**src/ile_pkg.sv**
```systemverilog
`timescale 1ns / 1ps

package ile_pkg;

  // Width of a cell index broadcast; covers the largest supported list.
  localparam int IDX_W = 10;

  typedef enum logic [2:0] {
    CMD_INSERT = 3'd0,
    CMD_DELETE = 3'd1,
    CMD_MODIFY = 3'd2,
    CMD_FIND   = 3'd3,
    CMD_CLEAR  = 3'd4
  } cmd_code_t;

  typedef enum logic [2:0] {
    CELL_HOLD = 3'd0,
    CELL_INS  = 3'd1,
    CELL_DEL  = 3'd2,
    CELL_MOD  = 3'd3,
    CELL_FIND = 3'd4
  } cell_op_t;

  typedef struct packed {
    logic [2:0]         command;
    logic signed [7:0]  position;
    logic signed [31:0] data_value;
  } cmd_t;

  typedef struct packed {
    logic               ok;
    logic signed [31:0] read_value;
    logic [6:0]         count;
  } res_t;

  // Broadcast to every cell of the chain.
  typedef struct packed {
    cell_op_t           op;
    logic [IDX_W-1:0]   idx;
    logic signed [31:0] value;
  } cell_ctl_t;

endpackage

```
**src/ile_cell.sv**
```systemverilog
`timescale 1ns / 1ps

module ile_cell #(
  parameter int IDX = 0
) (
  input  logic               clk,
  input  ile_pkg::cell_ctl_t ctl,
  input  logic signed [31:0] left_value,
  input  logic signed [31:0] right_value,
  output logic signed [31:0] value,
  output logic signed [31:0] rd_value
);
  import ile_pkg::*;

  localparam logic [IDX_W-1:0] MY_IDX = IDX_W'(IDX);

  always_ff @(posedge clk) begin
    unique case (ctl.op)
      CELL_INS: begin
        if (MY_IDX > ctl.idx) begin
          value <= left_value;
        end else if (MY_IDX == ctl.idx) begin
          value <= ctl.value;
        end
      end
      CELL_DEL: begin
        if (MY_IDX >= ctl.idx) begin
          value <= right_value;
        end
      end
      CELL_MOD: begin
        if (MY_IDX == ctl.idx) begin
          value <= ctl.value;
        end
      end
      default: begin
      end
    endcase
  end

  // Masked read: only the addressed cell returns its element.
  always_ff @(posedge clk) begin
    if (ctl.op == CELL_FIND && MY_IDX == ctl.idx) begin
      rd_value <= value;
    end else begin
      rd_value <= '0;
    end
  end

endmodule

```
**config.mk**
```make
export PLATFORM = sky130hd
export DESIGN_NAME = ile_cell
export DESIGN_NICKNAME = d
export VERILOG_FILES = /design/src/ile_pkg.sv /design/src/ile_cell.sv
export SDC_FILE = /design/constraint.sdc
export NUM_CORES = 1
export LEC_CHECK = 0
export BUFFER_PORTS_ARGS = -buffer_cell sky130_fd_sc_hd__buf_4
export CORE_MARGIN = 2
export CORE_UTILIZATION = 43
export DETAILED_ROUTE_END_ITERATION = 8
export PLACE_DENSITY = 0.9
export SETUP_SLACK_MARGIN = 0.05
export SLEW_MARGIN = 25
export SYNTH_ARGS = -nofsm -noshare
export SYNTH_HDL_FRONTEND = slang
export SYNTH_SLANG_ARGS = --single-unit
export TNS_END_PERCENT = 5
```
**constraint.sdc**
```tcl
create_clock -name clk -period 4.5 [get_ports clk]
set_clock_uncertainty 0.1 [all_clocks]
set_input_delay 0.675 -clock clk [delete_from_list [all_inputs] [get_ports clk]]
set_output_delay 0.675 -clock clk [all_outputs]
set_load 0.1 [all_outputs]
```
* Word-level counts from Yosys, hierarchy flattened
Index checks and enable logic that the tools add are counted.
** Operators by class
- $mul :: 0
- Bitwise logic cells :: 0
- Shift operators :: 0
- Mux-type cells :: 4
- Reductions and logical operators :: 4
- Magnitude comparators :: 2
- Eq/ne operators :: 5
- Add/sub/neg operators :: 0
- Div/mod/pow operators :: 0
** Operators with widths (number)
- $mux 32 :: 3
- $pmux 32 s3 :: 1
- $ge 1x10->1 const A :: 1
- $gt 1x10->1 const A :: 1
- $logic_not 10->1 :: 1
- $eq 3x2->1 const B :: 2
- $eq 3x1->1 const B :: 1
- $eq 3x3->1 const B :: 1
- $reduce_bool 3->1 :: 1
- $ne 2x2->1 const B :: 1
- $reduce_and 2->1 :: 1
- $logic_and 1x1->1 :: 1
** Storage, ports and cells
- Memory bits (writable) :: 0
- Word-level logic and storage cells :: 17
- Memories :: 0
- Input bits :: 110
- Output and inout bits :: 64
- Latch bits :: 0
- Bits in read-only memories :: 0
- Register bits :: 64

* Logic depth before layout (Yosys ltp)
- Depth after elaboration :: 4
- Depth in mapped cells :: 5
- Gate-level depth less buffers :: 3

* Least setup slack after synthesis
No wires, ideal clock.
- Kind :: input -> register
- Start :: input ctl[41] (netlist bit)
- End :: register value[0], enable pin
- Path buffers :: 1
- Stages on the path :: 4
- Library setup time :: 0.421 ns
- Data required time :: 3.979 ns
- Slack :: 0.891 ns
- Data arrival time :: 3.088 ns
- Cell sequence :: nor4_1 clkbuf_1 a41oi_1 nor2_1
** Between the ends
- Longest elaborated chain between the ends :: 3
** RTL lines
- start: declaration :: RTL line ile_cell.sv:7 : input ile_pkg::cell_ctl_t ctl,
- $ge 1x10->1 :: RTL line ile_cell.sv:27 : if (MY_IDX >= ctl.idx) begin
- $ne 2x2->1 (no source line)
- $reduce_and 2->1 (no source line)
- end signal: assignment :: RTL line ile_cell.sv:23 : value <= ctl.value;
- end signal: assignment :: RTL line ile_cell.sv:28 : value <= right_value;
- end signal: assignment :: RTL line ile_cell.sv:33 : value <= ctl.value;
- end: declaration :: RTL line ile_cell.sv:10 : output logic signed [31:0] value,
Every way passes these cells.
A chain may end at the register's enable or synchronous reset.

* Final worst setup path
- Start :: input ctl[41] (netlist bit)
- End :: register rd_value[8]
** Between the ends
- Longest elaborated chain between the ends :: 2
** RTL lines
- $logic_not 10->1 :: RTL line ile_cell.sv:43 : if (ctl.op == CELL_FIND && MY_IDX == ctl.idx) begin
- $logic_and 1x1->1 :: RTL line ile_cell.sv:43
- end signal: assignment :: RTL line ile_cell.sv:44 : rd_value <= value;
- end: declaration :: RTL line ile_cell.sv:11 : output logic signed [31:0] rd_value
Every way passes these cells.

==> results.md <==
* Outcome: completed
* Dominant combinational cell family by area after synthesis: simple AND/OR/NAND/NOR gates
* Yosys warns at 0
* Netlist cell types at 18
* Cell Int Power at 1070 µW
* Total Wirelength at 8260 µm
* Clock buffer depth at 2
* Seq/Total Area, Yosys at 57.2%
* Power Density at 356 nW/µm²
* Final Hold Vio Count at 0
* Final critical-path required period at 2.76 ns
* Post-synthesis mux area share at 0%
* Max cap viols at 0
* Min-Delay Path Class: reg -> reg
* Via-to-Cell Ratio at 5.61
* Vias post-DR at 2666
* DR DRC count at 0
* CP arrival at 2.94 ns
* Worst vdd rail ir drop at 0.212 mV
* Cell count after synthesis at 266
* Final core utilization at 65.4%
* Dpl ws at 1.40 ns
* Share of cells above drive strength 1 at 43.0%
* Remaining Overflow, GRT at 0
* Num rows at 29
* Total Nets Final at 503
* Worst Path Required at 4.68 ns
* Core box area at 6310 µm²
* Worst Setup Start Kind: primary input
* Die Wd at 84.7 µm
* Clock insertion delay at the later pin of the skew report at 0.33 ns
* Htree depth at 3
* DR pass1 iterations at 4
* CP max FO at 24
* GPL Wtd Cong at 0.753
* Num Clock Sinks at 64
* FF+latch count, synth at 64
* Post-CTS Resized at 0
* Net Switching at 397 µW
* Netlist Area Pre-Place at 2800 µm²
* Vias in the first global route at 2584
* Hold_buf cts at 0
* Inserted Diodes at 0
* Post-DP HPWL at 5500 µm
* First-pass GRT wire length at 12800 µm
* Die height at 84.7 µm
* Syn Nets at 376
* CTS tree: done
* Setup Buffers After CTS at 0
* Final Setup Violations at 0
* Largest net degree at the start of global routing at 65
* Worst-margin pin slew at 0.970 ns
* Synthesized area per cell at 10.5 µm²
* Overall routing resource usage at 22.6%
* Setup WS post-layout at 1.74 ns
* Synth Area in Compound Gates at 16.1%
* ANT nets after route at 0
* Post-DR wirelength/cell at 17.4 µm
* Max-slew violations at 0
* Layout filler cell count at 485
* Sw Share at 27.0%
* Antenna violations before repair at 0
* IO Pins at 174
* Die area at 7170 µm²
* Crit path kind: in -> reg
* Max Freq at 362 MHz
* Combinational power share at 15.5%
* CTS Buf Count at 9
* Adder-cell share of the synthesized area at 0%
* Sequential Power Share at 43.5%
* Setup_tns at 0 ns
* Area grow syn2layout at 47.6%
* Max-slew headroom at 35.2%
* Lkg Pwr at 0.00169 µW
* Post-Synth Simple-Gate Area at 21.7%
* Clk pin slew, worst setup/hold paths at 0.07 ns
* Port bufs at 141
* Root Buffer: clkbuf_8
* XOR/XNOR share of the synthesized area at 0%
* CP Capture Type: register
* RSZ-0062 raised after global routing: no
* Starting DRC count in detailed routing at 180
* Initial core utilization at 44.3%
* Clock network power share at 41.1%
* Final period utilization at 61.4%
kinds of logic after synthesis:
| family | after synthesis |
|---|---|
| compound gates | 65 |
| buf+inv | 31 |
| simple gates | 106 |
| flops | 64 |
power by group through the flow:
stage	Clock [µW]	Sequential [µW]	Combinational, µW
6_report	603	639	227
3_3_place_gp	0	651	222
4_1_cts	612	639	226
2_1_floorplan	0	741	47.9
3_5_place_dp	0	652	226
5_1_grt	644	641	236
registers in the layout, indices dropped and copies added (netlist names):
name and flops:
value 32, rd_value 32
per-stage QoR:
step | instances | hold WS [ns] | instance area [µm²] | power, µW
CTS | 475 | 0.420 | 4130 | 1480
global placement | 459 | 0.389 | 3880 | 873
floorplan | 266 | 0.829 | 2800 | 789
detailed placement | 459 | 0.401 | 3880 | 878
finish | 475 | 0.420 | 4130 | 1470
global route | 475 | 0.442 | 4130 | 1520
cells in the final DEF, fill, tap and decap left out:
cell type and count:
nor2_4 1, or2_2 1, nor4_4 2, o31ai_1 32, buf_4 147, clkbuf_8 9
dfxtp_1 32, clkinvlp_4 1, nor4_2 1, nor2_1 32, clkinv_4 2, or3b_4 1
nor2_2 1, or4_1 2, bufinv_16 3, a41oi_1 1, or3b_2 1, clkinv_2 1
and2_1 32, edfxtp_1 32, nand4_1 32, a31oi_1 32
layer usage:
layer | track usage (%) | vias up | share of wire [%]
met2 | 38.5 | 131 | 52
met3 | 5.60 | 6 | 7.5
met5 | 0 | - | 0
met4 | 9.09 | 0 | 0.82
li1 | - | 1271 | -
met1 | 27.4 | 1258 | 39
critical path, stage by stage:
cell,delay (ns)
buf_4,0.11
or4_1,0.79
buf_4,0.34
nor4_4,0.50
buf_4,0.34
and2_1,0.16
cells in the mapped netlist:
cell      instances  share of area (%)
or2_2             1               0.22
nand4_1          32                7.2
nor4_1            1               0.22
a31oi_1          32                7.2
and2_1           32                7.2
buf_6             3                1.2
o31ai_1          32                8.6
clkbuf_1         23                3.1
edfxtp_1         32                 34
or4_1             2               0.54
buf_1             4               0.54
nor4_2            1               0.45
nor2_1           34                4.6
nor4_4            1               0.76
or3b_2            2               0.63
dfxtp_1          32                 23
buf_2             1               0.18
a41oi_1           1               0.31
path summary, 6_finish.rpt:
path / depth (start not counted) / to / slack, ns / start
worst max-delay path: 6 / rd_value[8]$_SDFF_PN0_ / 1.74 / ctl[41]
worst max register to register: 2 / value[29]$_DFFE_PP_ / 3.46 / value[29]$_DFFE_PP_
worst min register to register: 1 / rd_value[20]$_SDFF_PN0_ / 0.42 / value[20]$_DFFE_PP_
worst min-delay path: 1 / rd_value[20]$_SDFF_PN0_ / 0.42 / value[20]$_DFFE_PP_
layout make-up:
| type | count | area (µm²) | area share, % |
|---|---|---|---|
| repair buffers | 147 | 1100 | 26.7 |
| well taps | 77 | 96.3 | 2.33 |
| multi-input cells | 171 | 1080 | 26.2 |
| clock buffers | 9 | 124 | 3.00 |
| clock inverters | 7 | 120 | 2.91 |
| flip-flops and latches | 64 | 1600 | 38.8 |
Note: power is estimated with default switching activity, not from simulation.
